[config.mk]
export PLATFORM = sky130hd
export DESIGN_NAME = signed_int_to_radix_text_unit_flat
export DESIGN_NICKNAME = d
export VERILOG_FILES = /design/src/rtl/sirt_pkg.sv /design/src/rtl/sirt_ifs.sv /design/src/rtl/sirt_alpha_check.sv /design/src/rtl/sirt_div_step.sv /design/src/rtl/signed_int_to_radix_text_unit.sv /design/src/flat_wrapper.sv
export SDC_FILE = /design/constraint.sdc
export NUM_CORES = 1
export LEC_CHECK = 0
export BUFFER_PORTS_ARGS = -buffer_cell sky130_fd_sc_hd__buf_2
export CORE_MARGIN = 5
export CORE_UTILIZATION = 30
export CTS_CLUSTER_SIZE = 20
export DETAILED_ROUTE_END_ITERATION = 8
export GPL_ROUTABILITY_DRIVEN = 0
export PLACE_DENSITY = 0.55
export REMOVE_ABC_BUFFERS = 1
export SETUP_SLACK_MARGIN = 0.1
export SYNTH_ARGS = -nofsm -noshare
export SYNTH_HDL_FRONTEND = slang
export SYNTH_SLANG_ARGS = --single-unit
[constraint.sdc]
create_clock -name clk -period 13.7 [get_ports clk]
set_input_delay 2.055 -clock clk [delete_from_list [all_inputs] [get_ports clk]]
set_output_delay 2.055 -clock clk [all_outputs]
set_load 0.05 [all_outputs]
[src/rtl/sirt_pkg.sv]
// shared types and constants for the signed integer to radix text unit
// no dependencies
package sirt_pkg;

    localparam int unsigned VALUE_W    = 32;
    localparam int unsigned SYM_W      = 8;
    localparam int unsigned DIGIT_W    = 4;
    localparam int unsigned RADIX_W    = 5;
    localparam int unsigned NUM_SLOTS  = 16;
    localparam int unsigned ALPHA_W    = NUM_SLOTS * SYM_W;
    localparam int unsigned CFG_DATA_W = 64;
    localparam int unsigned CFG_IDX_W  = 2;
    localparam int unsigned STEP_BITS  = 8;
    localparam int unsigned CHUNKS     = VALUE_W / STEP_BITS;
    localparam int unsigned CHUNK_W    = $clog2(CHUNKS);

    localparam logic [SYM_W-1:0] SIGN_CHAR  = 8'h2D;
    localparam logic [SYM_W-1:0] PLUS_CHAR  = 8'h2B;
    localparam logic [SYM_W-1:0] LOW_PRINT  = 8'd32;
    localparam logic [SYM_W-1:0] HIGH_PRINT = 8'd126;

    localparam logic [RADIX_W-1:0] MIN_RADIX = 5'd2;
    localparam logic [RADIX_W-1:0] MAX_RADIX = 5'd16;

    localparam logic [CFG_IDX_W-1:0] REG_ALPHA_LOW  = 2'd0;
    localparam logic [CFG_IDX_W-1:0] REG_ALPHA_HIGH = 2'd1;
    localparam logic [CFG_IDX_W-1:0] REG_RADIX      = 2'd2;

    typedef enum logic [1:0] {
        ST_IDLE,
        ST_DIVIDE,
        ST_EMIT
    } state_t;

endpackage

[src/rtl/sirt_ifs.sv]
// valid/ready channel interfaces: number input, text output, config write
// depends on sirt_pkg
interface sirt_number_if;
    logic                                 valid;
    logic                                 ready;
    logic signed [sirt_pkg::VALUE_W-1:0]  value;

    modport source (output valid, output value, input ready);
    modport sink   (input valid, input value, output ready);
endinterface

interface sirt_text_if;
    logic                        valid;
    logic                        ready;
    logic [sirt_pkg::SYM_W-1:0]  character;
    logic                        final_char;

    modport source (output valid, output character, output final_char, input ready);
    modport sink   (input valid, input character, input final_char, output ready);
endinterface

interface sirt_cfg_if;
    logic                             valid;
    logic                             ready;
    logic [sirt_pkg::CFG_IDX_W-1:0]   index;
    logic [sirt_pkg::CFG_DATA_W-1:0]  data;

    modport source (output valid, output index, output data, input ready);
    modport sink   (input valid, input index, input data, output ready);
endinterface

[src/rtl/sirt_alpha_check.sv]
// alphabet check: radix range, forbidden symbols and repeats among symbols in use
// depends on sirt_pkg
module sirt_alpha_check (
    input  logic [sirt_pkg::ALPHA_W-1:0]  alphabet,
    input  logic [sirt_pkg::RADIX_W-1:0]  radix,
    output logic                          ok
);

    logic [sirt_pkg::SYM_W-1:0]     sym [sirt_pkg::NUM_SLOTS];
    logic [sirt_pkg::NUM_SLOTS-1:0] in_use;
    logic                           bad;

    always_comb
    begin
        for (int a = 0; a < sirt_pkg::NUM_SLOTS; a++)
        begin
            sym[a]    = alphabet[a*sirt_pkg::SYM_W +: sirt_pkg::SYM_W];
            in_use[a] = sirt_pkg::RADIX_W'(a) < radix;
        end
        bad = (radix < sirt_pkg::MIN_RADIX) || (radix > sirt_pkg::MAX_RADIX);
        for (int a = 0; a < sirt_pkg::NUM_SLOTS; a++)
        begin
            if (in_use[a] && (sym[a] == sirt_pkg::PLUS_CHAR || sym[a] == sirt_pkg::SIGN_CHAR
                || sym[a] < sirt_pkg::LOW_PRINT || sym[a] > sirt_pkg::HIGH_PRINT))
            begin
                bad = 1'b1;
            end
            for (int b = a + 1; b < sirt_pkg::NUM_SLOTS; b++)
            begin
                if (in_use[b] && sym[a] == sym[b])
                begin
                    bad = 1'b1;
                end
            end
        end
        ok = !bad;
    end

endmodule

[src/rtl/sirt_div_step.sv]
// shared restoring divider slice: eight quotient bits per cycle by a radix up to 16
// depends on sirt_pkg
module sirt_div_step (
    input  logic [sirt_pkg::RADIX_W-1:0]    divisor,
    input  logic [sirt_pkg::DIGIT_W-1:0]    rem_in,
    input  logic [sirt_pkg::STEP_BITS-1:0]  bits_in,
    output logic [sirt_pkg::DIGIT_W-1:0]    rem_out,
    output logic [sirt_pkg::STEP_BITS-1:0]  quot_out
);

    logic [sirt_pkg::RADIX_W-1:0] trial;
    logic [sirt_pkg::DIGIT_W-1:0] rem;

    always_comb
    begin
        rem      = rem_in;
        trial    = '0;
        quot_out = '0;
        for (int i = sirt_pkg::STEP_BITS - 1; i >= 0; i--)
        begin
            trial = {rem, bits_in[i]};
            if (trial >= divisor)
            begin
                quot_out[i] = 1'b1;
                rem         = sirt_pkg::DIGIT_W'(trial - divisor);
            end
            else
            begin
                rem = trial[sirt_pkg::DIGIT_W-1:0];
            end
        end
        rem_out = rem;
    end

endmodule

[src/rtl/signed_int_to_radix_text_unit.sv]
// Converts a signed 32-bit number into text in a configured radix of 2 to 16: an optional
// '-' item, then the digits of the magnitude most significant first, the last item marked
// by final_char. One number is handled at a time. Each digit is worked out by the shared
// restoring divider (eight quotient bits per cycle), chunk by chunk from the top of the
// magnitude; the characters are then emitted while the output is taken. With an invalid
// alphabet an item is taken and yields nothing. After a config write the input is held off
// while the alphabet check settles.
// depends on sirt_pkg, sirt_ifs, sirt_alpha_check, sirt_div_step
module signed_int_to_radix_text_unit #(
    parameter int unsigned MAX_DIGITS = 32
) (
    input  logic        clk,
    input  logic        rst_n,
    sirt_cfg_if.sink    cfg,
    sirt_number_if.sink number,
    sirt_text_if.source text
);

    localparam int unsigned CNT_W = $clog2(MAX_DIGITS + 1);
    localparam int unsigned IDX_W = $clog2(MAX_DIGITS);

    sirt_pkg::state_t state_reg, state_next;

    logic [sirt_pkg::CFG_DATA_W-1:0] alpha_low_reg;
    logic [sirt_pkg::CFG_DATA_W-1:0] alpha_high_reg;
    logic [sirt_pkg::RADIX_W-1:0]    radix_reg;
    logic                            ok_reg;
    logic                            dirty_reg;

    logic [sirt_pkg::VALUE_W-1:0]    work_reg;
    logic [sirt_pkg::DIGIT_W-1:0]    rem_reg;
    logic [sirt_pkg::CHUNK_W-1:0]    chunk_reg;
    logic [CNT_W-1:0]                ndig_reg;
    logic [sirt_pkg::DIGIT_W-1:0]    digit_reg [MAX_DIGITS];
    logic [IDX_W-1:0]                k_reg;
    logic                            sign_reg;

    logic                            out_valid_reg;
    logic [sirt_pkg::SYM_W-1:0]      out_char_reg;
    logic                            out_final_reg;

    logic [sirt_pkg::ALPHA_W-1:0]    alphabet;
    logic                            alpha_ok;
    logic [sirt_pkg::DIGIT_W-1:0]    div_rem;
    logic [sirt_pkg::STEP_BITS-1:0]  div_quot;
    logic [sirt_pkg::VALUE_W-1:0]    shifted;
    logic [sirt_pkg::VALUE_W-1:0]    magnitude;
    logic [sirt_pkg::SYM_W-1:0]      cur_sym;
    logic                            last_chunk;
    logic                            div_done;
    logic                            accept;
    logic                            cfg_write;
    logic                            load;
    logic                            last_char;

    assign alphabet = {alpha_high_reg, alpha_low_reg};

    sirt_alpha_check u_check (
        .alphabet (alphabet),
        .radix    (radix_reg),
        .ok       (alpha_ok)
    );

    sirt_div_step u_div (
        .divisor  (radix_reg),
        .rem_in   (rem_reg),
        .bits_in  (work_reg[sirt_pkg::VALUE_W-1 -: sirt_pkg::STEP_BITS]),
        .rem_out  (div_rem),
        .quot_out (div_quot)
    );

    assign shifted    = {work_reg[sirt_pkg::VALUE_W-sirt_pkg::STEP_BITS-1:0], div_quot};
    assign magnitude  = number.value[sirt_pkg::VALUE_W-1] ? (~number.value + 1'b1)
                                                           : number.value;
    assign last_chunk = chunk_reg == sirt_pkg::CHUNK_W'(sirt_pkg::CHUNKS - 1);
    assign div_done   = last_chunk
                        && (shifted == '0 || ndig_reg == CNT_W'(MAX_DIGITS - 1));
    assign cur_sym    = alphabet[{digit_reg[k_reg], 3'b000} +: sirt_pkg::SYM_W];
    assign last_char  = !sign_reg && k_reg == '0;
    assign cfg_write  = cfg.valid && cfg.ready;
    assign accept     = number.valid && number.ready;

    // next state
    always_comb
    begin
        state_next = state_reg;
        case (state_reg)
            sirt_pkg::ST_IDLE:
            begin
                if (accept && ok_reg)
                begin
                    state_next = sirt_pkg::ST_DIVIDE;
                end
            end
            sirt_pkg::ST_DIVIDE:
            begin
                if (div_done)
                begin
                    state_next = sirt_pkg::ST_EMIT;
                end
            end
            sirt_pkg::ST_EMIT:
            begin
                if (load && last_char)
                begin
                    state_next = sirt_pkg::ST_IDLE;
                end
            end
            default:
            begin
                state_next = sirt_pkg::ST_IDLE;
            end
        endcase
    end

    // outputs
    always_comb
    begin
        cfg.ready       = 1'b1;
        number.ready    = (state_reg == sirt_pkg::ST_IDLE) && !dirty_reg;
        load            = (state_reg == sirt_pkg::ST_EMIT) && (!out_valid_reg || text.ready);
        text.valid      = out_valid_reg;
        text.character  = out_char_reg;
        text.final_char = out_final_reg;
    end

    always_ff @(posedge clk or negedge rst_n)
    begin
        if (!rst_n)
        begin
            state_reg      <= sirt_pkg::ST_IDLE;
            alpha_low_reg  <= '0;
            alpha_high_reg <= '0;
            radix_reg      <= '0;
            ok_reg         <= 1'b0;
            dirty_reg      <= 1'b0;
            chunk_reg      <= '0;
            ndig_reg       <= '0;
            k_reg          <= '0;
            sign_reg       <= 1'b0;
            out_valid_reg  <= 1'b0;
        end
        else
        begin
            state_reg <= state_next;
            ok_reg    <= alpha_ok;
            dirty_reg <= cfg_write;
            if (cfg_write)
            begin
                case (cfg.index)
                    sirt_pkg::REG_ALPHA_LOW:  alpha_low_reg  <= cfg.data;
                    sirt_pkg::REG_ALPHA_HIGH: alpha_high_reg <= cfg.data;
                    sirt_pkg::REG_RADIX:      radix_reg      <= cfg.data[sirt_pkg::RADIX_W-1:0];
                    default:                  ;
                endcase
            end
            if (accept && ok_reg)
            begin
                chunk_reg <= '0;
                ndig_reg  <= '0;
                sign_reg  <= number.value[sirt_pkg::VALUE_W-1];
            end
            else if (state_reg == sirt_pkg::ST_DIVIDE)
            begin
                chunk_reg <= chunk_reg + 1'b1;
                if (last_chunk)
                begin
                    ndig_reg <= ndig_reg + 1'b1;
                    k_reg    <= ndig_reg[IDX_W-1:0];
                end
            end
            else if (load)
            begin
                if (sign_reg)
                begin
                    sign_reg <= 1'b0;
                end
                else if (k_reg != '0)
                begin
                    k_reg <= k_reg - 1'b1;
                end
            end
            if (load)
            begin
                out_valid_reg <= 1'b1;
            end
            else if (text.ready)
            begin
                out_valid_reg <= 1'b0;
            end
        end
    end

    // datapath, no reset
    always_ff @(posedge clk)
    begin
        if (accept && ok_reg)
        begin
            work_reg <= magnitude;
            rem_reg  <= '0;
        end
        else if (state_reg == sirt_pkg::ST_DIVIDE)
        begin
            work_reg <= shifted;
            rem_reg  <= last_chunk ? '0 : div_rem;
            if (last_chunk)
            begin
                digit_reg[ndig_reg[IDX_W-1:0]] <= div_rem;
            end
        end
        if (load)
        begin
            out_char_reg  <= sign_reg ? sirt_pkg::SIGN_CHAR : cur_sym;
            out_final_reg <= last_char;
        end
    end

`ifndef SYNTHESIS
    a_rem_below_radix: assert property (@(posedge clk) disable iff (!rst_n)
        state_reg == sirt_pkg::ST_DIVIDE |-> {1'b0, rem_reg} < radix_reg)
        else $error("divider remainder not below radix");

    a_invalid_stays_idle: assert property (@(posedge clk) disable iff (!rst_n)
        accept && !ok_reg |=> state_reg == sirt_pkg::ST_IDLE)
        else $error("item with invalid alphabet started a conversion");

    a_emit_has_digit: assert property (@(posedge clk) disable iff (!rst_n)
        state_reg == sirt_pkg::ST_EMIT |-> ndig_reg != '0)
        else $error("emitting with no digits stored");

    a_sign_not_last: assert property (@(posedge clk) disable iff (!rst_n)
        out_valid_reg && out_final_reg |-> out_char_reg != sirt_pkg::SIGN_CHAR)
        else $error("sign marked as last character");
`endif

endmodule
[src/flat_wrapper.sv]
// flat-port wrapper written by rule: the top's interface ports become plain ports
module signed_int_to_radix_text_unit_flat 
#(
    parameter int unsigned MAX_DIGITS = 32
)
  (clk, rst_n, cfg_valid, cfg_index, cfg_data, cfg_ready, number_valid, number_value, number_ready, text_valid, text_character, text_final_char, text_ready);
  sirt_cfg_if cfg_i ();
  sirt_number_if number_i ();
  sirt_text_if text_i ();
  input  logic clk;
  input  logic rst_n;
  input wire logic [$bits(cfg_i.valid)-1:0] cfg_valid;
  input wire logic [$bits(cfg_i.index)-1:0] cfg_index;
  input wire logic [$bits(cfg_i.data)-1:0] cfg_data;
  output wire logic [$bits(cfg_i.ready)-1:0] cfg_ready;
  input wire logic [$bits(number_i.valid)-1:0] number_valid;
  input wire logic [$bits(number_i.value)-1:0] number_value;
  output wire logic [$bits(number_i.ready)-1:0] number_ready;
  output wire logic [$bits(text_i.valid)-1:0] text_valid;
  output wire logic [$bits(text_i.character)-1:0] text_character;
  output wire logic [$bits(text_i.final_char)-1:0] text_final_char;
  input wire logic [$bits(text_i.ready)-1:0] text_ready;
  assign cfg_i.valid = cfg_valid;
  assign cfg_i.index = cfg_index;
  assign cfg_i.data = cfg_data;
  assign cfg_ready = cfg_i.ready;
  assign number_i.valid = number_valid;
  assign number_i.value = number_value;
  assign number_ready = number_i.ready;
  assign text_valid = text_i.valid;
  assign text_character = text_i.character;
  assign text_final_char = text_i.final_char;
  assign text_i.ready = text_ready;
  signed_int_to_radix_text_unit #(.MAX_DIGITS(MAX_DIGITS)) u_core (.clk(clk), .rst_n(rst_n), .cfg(cfg_i), .number(number_i), .text(text_i));
endmodule
# == Word level (Yosys, flattened, before mapping) ==
# Memory sizes are Yosys's and may differ from the RTL's.
# Cells that the tools add are included.
# totals
regBits,197
ram_bits,128
inputBits,103
out_inout_bits,12
word_cells,648
n_memories,1
# classes
n_addsub,12
order_cmp,58
eq_ne,164
shifts,1
mux,179
n_bitwise,2
n_reduce_logical,216
# memory_table
name,words,width,rd,rd_clocked_by_memory_dff,write_ports,line_no,text
u_core.digit_reg,32,4,1,0,1,signed_int_to_radix_text_unit.sv:34,logic [sirt_pkg::DIGIT_W-1:0] digit_reg [MAX_DIGITS];
# op_table
cell,count
equality test 8 bit,120
"equality test 8 x 6 -> 1 bit, second input constant",32
two-way mux 1 bit,153
logical AND 1 bit,143
"greater-than comparator 8 x 7 -> 1 bit, second input constant",16
"less-than comparator 8 x 6 -> 1 bit, second input constant",16
variable part select 128 x 8 -> 8 bit,1
two-way mux 32 bit,3
logical OR 1 bit,51
>= comparator 5 bit,8
"less-than comparator 4 x 5 -> 1 bit, first input constant",8
two-way mux 4 bit,9
"adder 32 x 1 -> 32 bit, second input constant",1
logical NOT 32 bit,1
inverter 32 bit,1
subtractor 4 bit,8
two-way mux 5 bit,5
"less-than comparator 3 x 5 -> 1 bit, first input constant",4
two-way mux 6 bit,3
nonzero test 2 bit,6
"less-than comparator 1 x 5 -> 1 bit, first input constant",2
"less-than comparator 2 x 5 -> 1 bit, first input constant",2
two-way mux 2 bit,5
"!= test 2 x 1 -> 1 bit, second input constant",5
18 further kinds,29

# == Logic depth before layout (Yosys ltp) ==
# logic_depth
depth_word,142
mapped_depth,58

# == Modules after synthesis ==
# Synthesis repeated with hierarchy kept, for this count alone.
# unflattened
hier_cells,3063
hier_area_um2,29804.8
# modules_own_cells
mod,n_inst,cells_each,area_each_um2,seq_area_each_um2
signed_int_to_radix_text_unit,1,1099,14888.0,8958.6
sirt_alpha_check,1,1750,13203.9,0.0
sirt_div_step,1,214,1712.9,0.0

# == Least setup slack after synthesis ==
# No wires, ideal clock.
# synth_path
path_kind,register to register
startpoint,reg u_core.radix_reg[1] (netlist bit)
endpoint,"mem u_core.digit_reg[0][2] (netlist bit), data pin"
arrival_time_ns,13.212
required_ns,13.222
path_slack_ns,0.010
path_stages_with_launch,56
period_less_slack_ns,13.690
cell_sequence,dfrtp_1 > clkbuf_1 > inv_1 > ha_1 > nor2b_1 > o21ai_0 > a31oi_1 > o21a_1 > or2_2 > clkbuf_1 > a21oi_1 > ha_1 > a21o_1 > a21o_1 > a21o_1 > a21o_1 > clkbuf_1 > mux2i_1 > [... 20 more ...] > a21o_1 > a21o_1 > a21o_1 > a21o_1 > a21o_1 > ha_1 > a21o_1 > a21o_1 > a21o_1 > a21oi_1 > o21ai_0 > o22ai_1 > inv_1 > ha_1 > a21o_1 > a21o_1 > clkbuf_1 > o31ai_1
# synth_between
elab_chain_cells,16
word_cells_on_any_way,24
cone_classes,add/sub (8); order compare (8); mux (8)
# synth_lines
item,line_no,text
"start, declared",signed_int_to_radix_text_unit.sv:26,logic [sirt_pkg::RADIX_W-1:0] radix_reg;
"start signal, assigned",signed_int_to_radix_text_unit.sv:153,sirt_pkg::REG_RADIX: radix_reg <= cfg.data[sirt_pkg::RADIX_W-1:0];
subtractor 4 bit or >= comparator 5 bit (tied branches),"sirt_div_step.sv:25, sirt_div_step.sv:22",
two-way mux 4 bit,sirt_div_step.sv:22,if (trial >= divisor)
subtractor 4 bit or >= comparator 5 bit (tied branches),"sirt_div_step.sv:25, sirt_div_step.sv:22",
two-way mux 4 bit,sirt_div_step.sv:22,
subtractor 4 bit or >= comparator 5 bit (tied branches),"sirt_div_step.sv:25, sirt_div_step.sv:22",
two-way mux 4 bit,sirt_div_step.sv:22,
>= comparator 5 bit or subtractor 4 bit (tied branches),"sirt_div_step.sv:22, sirt_div_step.sv:25",
two-way mux 4 bit,sirt_div_step.sv:22,
subtractor 4 bit or >= comparator 5 bit (tied branches),"sirt_div_step.sv:25, sirt_div_step.sv:22",
two-way mux 4 bit,sirt_div_step.sv:22,
subtractor 4 bit or >= comparator 5 bit (tied branches),"sirt_div_step.sv:25, sirt_div_step.sv:22",
two-way mux 4 bit,sirt_div_step.sv:22,
>= comparator 5 bit or subtractor 4 bit (tied branches),"sirt_div_step.sv:22, sirt_div_step.sv:25",
two-way mux 4 bit,sirt_div_step.sv:22,
subtractor 4 bit or >= comparator 5 bit (tied branches),"sirt_div_step.sv:25, sirt_div_step.sv:22",
two-way mux 4 bit *,sirt_div_step.sv:22,
"via u_core.div_rem, one bit",signed_int_to_radix_text_unit.sv:44,logic [sirt_pkg::DIGIT_W-1:0] div_rem;
"end, declared",signed_int_to_radix_text_unit.sv:34,
# The timed path passes the listed nets; every way through them passes the cells marked *.

# == Worst setup path in the final report ==
# layout_path
startpoint,reg u_core.radix_reg[2] (netlist bit)
endpoint,reg u_core.state_reg[0]
# layout_between
elab_chain_cells,21
word_cells_on_any_way,35
cone_classes,add/sub (7); order compare (8); eq/ne (1); mux (15); reduce/logical (4)
# layout_lines
item,line_no,text
subtractor 4 bit or >= comparator 5 bit (tied branches),"sirt_div_step.sv:25, sirt_div_step.sv:22",
two-way mux 4 bit,sirt_div_step.sv:22,
subtractor 4 bit or >= comparator 5 bit (tied branches),"sirt_div_step.sv:25, sirt_div_step.sv:22",
two-way mux 4 bit,sirt_div_step.sv:22,
>= comparator 5 bit or subtractor 4 bit (tied branches),"sirt_div_step.sv:22, sirt_div_step.sv:25",
two-way mux 4 bit,sirt_div_step.sv:22,
subtractor 4 bit or >= comparator 5 bit (tied branches),"sirt_div_step.sv:25, sirt_div_step.sv:22",
two-way mux 4 bit,sirt_div_step.sv:22,
[... 5 more ...],--,
two-way mux 4 bit,sirt_div_step.sv:22,
>= comparator 5 bit,sirt_div_step.sv:22,
two-way mux 1 bit,sirt_div_step.sv:22,
logical NOT 32 bit *,signed_int_to_radix_text_unit.sv:77,&& (shifted == '0 || ndig_reg == CNT_W'(MAX_DIGITS - 1));
logical OR 1 bit *,signed_int_to_radix_text_unit.sv:77,
logical AND 1 bit *,signed_int_to_radix_text_unit.sv:77,
!= test 2 x 1 -> 1 bit (no source line) *,--,
AND reduction 3 bit (no source line) *,--,
"end signal, assigned",signed_int_to_radix_text_unit.sv:131,state_reg <= sirt_pkg::ST_IDLE;
"end signal, assigned",signed_int_to_radix_text_unit.sv:145,state_reg <= state_next;
"end, declared",signed_int_to_radix_text_unit.sv:22,"sirt_pkg::state_t state_reg, state_next;"
# Every way passes the cells marked *; elsewhere a longest branch is shown, timed or not.
# A chain may end at the register's enable or synchronous reset.

==> flow_summary.yaml <==
die:
  initial_core_util: 0.301
  coreArea_um2: 96400
  ios: 115
  rows: 114
  fp.dieArea_um2: 103000
  die_y_um: 321
  die_x_um: 321
clock_network:
  clkSinkCount: 325
  clkSlewWorstSetupHoldPaths_ns: 0.07
  clockBufferDepth: 3
  clock-root-buffer: "clkbuf_16"
  clk_latency_ns: 0.60
  tritoncts: "yes"
  numCtsBuffers: 40
  htree_levels: 2
sta:
  timing.fmax_mhz: 79.0
  period_needed_ns: 12.66
  skew_ns: 0.0183
  hold_viol_final: 0
  setup_violations: 0
  setup_tns_ns: 0
  rsz0062_at_grt: "false"
  whs_ns: 0.503
  tightest_slew_ns: 1.30
  slew_violations: 0
  fin_crit_sh: 0.924
  relSlewSlack: 0.135
layout:
  final_cell_mix: "605 x xnor2_1, 418 x xor2_1, 169 x edfxtp_1"
  register_area_um2: 8960
  areaGrowthSynthToFinish_pct: 11.2
  drive_gt1_frac: 0.173
  largest_register_ffs: 128
  layout_commonest_cell: "xnor2_1"
  multi_input_area_um2: 18500
  fin_nets: 3137
  n_fill_cell: 9921
synth:
  synthCells: 2991
  avgSynthCellArea_um2: 9.71
  ys_async_sr_fraction: 0.468
  syn-cell-area_um2: 29100
  synth_cell_types: 81
  ys.flop_type: "edfxtp_1"
  ys_seq_area_frac: 0.308
  synth-edff-count: 169
  ys_warn_count: 0
  ys_ff_latch: 325
drt:
  vias: 23900
  first_pass_iters: 6
  drt_first_iter_violations: 2633
  routed_wl_um: 110000
  wire_per_inst_um: 25.7
  drc_errors: 0
  via_per_inst: 5.57
  antenna_left: 0
place:
  portBuffers: 113
  place_hpwl_um: 72500
grt:
  grt_antenna_before_repair: 13
  grt_overflow_total: 0
  grt_busiest_layer: "met2"
  track_usage: 0.205
  met1_usage: 0.277
  grt_pass1_vias: 23100
  grt_max_degree: 73
  grt_use_met3: 0.0498
  grt_pass1_wl_um: 160000
  use_met2: 0.311
outcome:
  outcome: "completed"
critical_path:
  criticalPathCategory: "flip-flop to flip-flop"
  cp.required_ns: 14.17
  critical_path.startpoint_type: "flip-flop"
  cp_common_cell: "a21o_1"
  endpoint_kind: "flip-flop"
  critPathArrivalTime_ns: 13.14
  cp_max_fo: 12
  crit_slowest_cell: "dfrtp_1"
  cpPeakStageDelay_ns: 0.51
job:
  drv_cap: 0
min_path:
  hold_class: "flip-flop to flip-flop"
==> kinds of logic (layout without fill, tap and decap cells) <==
logic type               count (synthesis)  after routing  synth area share
buffers and inverters                  382            399            0.0594
AO/OA/AOI/OAI                          354            355            0.0836
flip-flops                             325            325             0.308
multiplexers                           241            241             0.101
XOR/XNOR                              1023           1023             0.308
AND/OR/NAND/NOR                        608            608             0.112
adder cells (fa/ha/maj)                 57             57            0.0265
other                                    1              5          0.000129
==> worst max-delay path: cells and delay by family, from the launching register on <==
kind	cells	cell delay, ns
buffers and inverters	2	0.19
AOI/OAI and AO/OA	35	7.22
and+or+nand+nor	5	1.16
DFF	1	0.51
adders and majority gates	8	2.45
muxes	3	0.99
==> metrics by stage <==
stage	util	cells	setup WS (ns)	cell area, um^2
floorplan	-	2668	0.390	27500
global placement	0.321	4210	0.359	30900
detailed placement	0.321	4210	0.184	30900
CTS	0.334	4283	0.123	32200
global route	0.335	4285	0.110	32300
finish	0.335	4289	1.04	32300
==> routing by layer <==
metal | vias up | routed length (um)
met5 | - | 56
met4 | 8 | 6120
met3 | 377 | 11600
met2 | 1373 | 47000
met1 | 11700 | 45400
li1 | 10400 | -
==> synth_stat cells (8+ instances only) <==
cell        n  area (um^2)
a211oi_1    8         60.1
mux2_2    131         1480
a311o_1    11          110
buf_2     153          766
nor2_1    105          394
clkbuf_1   52          195
a31oi_1    18          113
buf_1     101          379
ha_1       48          601
nor4_1    107          669
edfxtp_1  169         5070
nor3_1     24          120
mux4_2     25          563
buf_6      10          113
a21oi_1    57          285
a21o_1     28          210
mux2i_1    81          811
nand3_1    32          160
xnor2_1   605         5300
a22oi_1    36          270
dfrtp_1   152         3800
and3_1      9         56.3
o21ai_0    72          360
o211ai_1    8         60.1
nand2_1   109          409
o31ai_1    18          135
xor2_1    418         3660
nand4_1   162         1010
fa_1        8          160
o32ai_1    15          131
o22ai_1    21          131
nand2b_1   17          106
inv_1      59          221
==> repair_timing <==
action | CTS | global route
hold buffers | 0 | 0
resized for setup | 0 | 11
endpoints found under the setup margin | 0 | 135
setup buffers | 0 | 1
==> worst paths after layout <==
kind	slack (ns)	cells after the start	endpoint	startpoint
max	1.04	53	u_core.state_reg[0]	u_core.radix_reg[2]
min	0.50	2	u_core.rem_reg[3]	u_core.rem_reg[3]
max reg2reg	1.04	53	u_core.state_reg[0]	u_core.radix_reg[2]
min reg2reg	0.50	2	u_core.rem_reg[3]	u_core.rem_reg[3]
max in group asynchronous	11.16	2	u_core.alpha_low_reg[58]	rst_n
min in group asynchronous	1.36	1	u_core.alpha_low_reg[32]	rst_n
==> final cells by class <==
class	instances	share of cell area
repair buffers	267	0.0539
multi-input cells	2285	0.572
diodes	4	0.000310
well taps	1276	0.0494
flip-flops and latches	325	0.277
clock inverters	18	0.00608
clock buffers	55	0.0343
inverters	59	0.00686
Power is left out: the tool's default activity adds up to more than one toggle a clock period on the data nets, which glitch-free logic cannot reach.
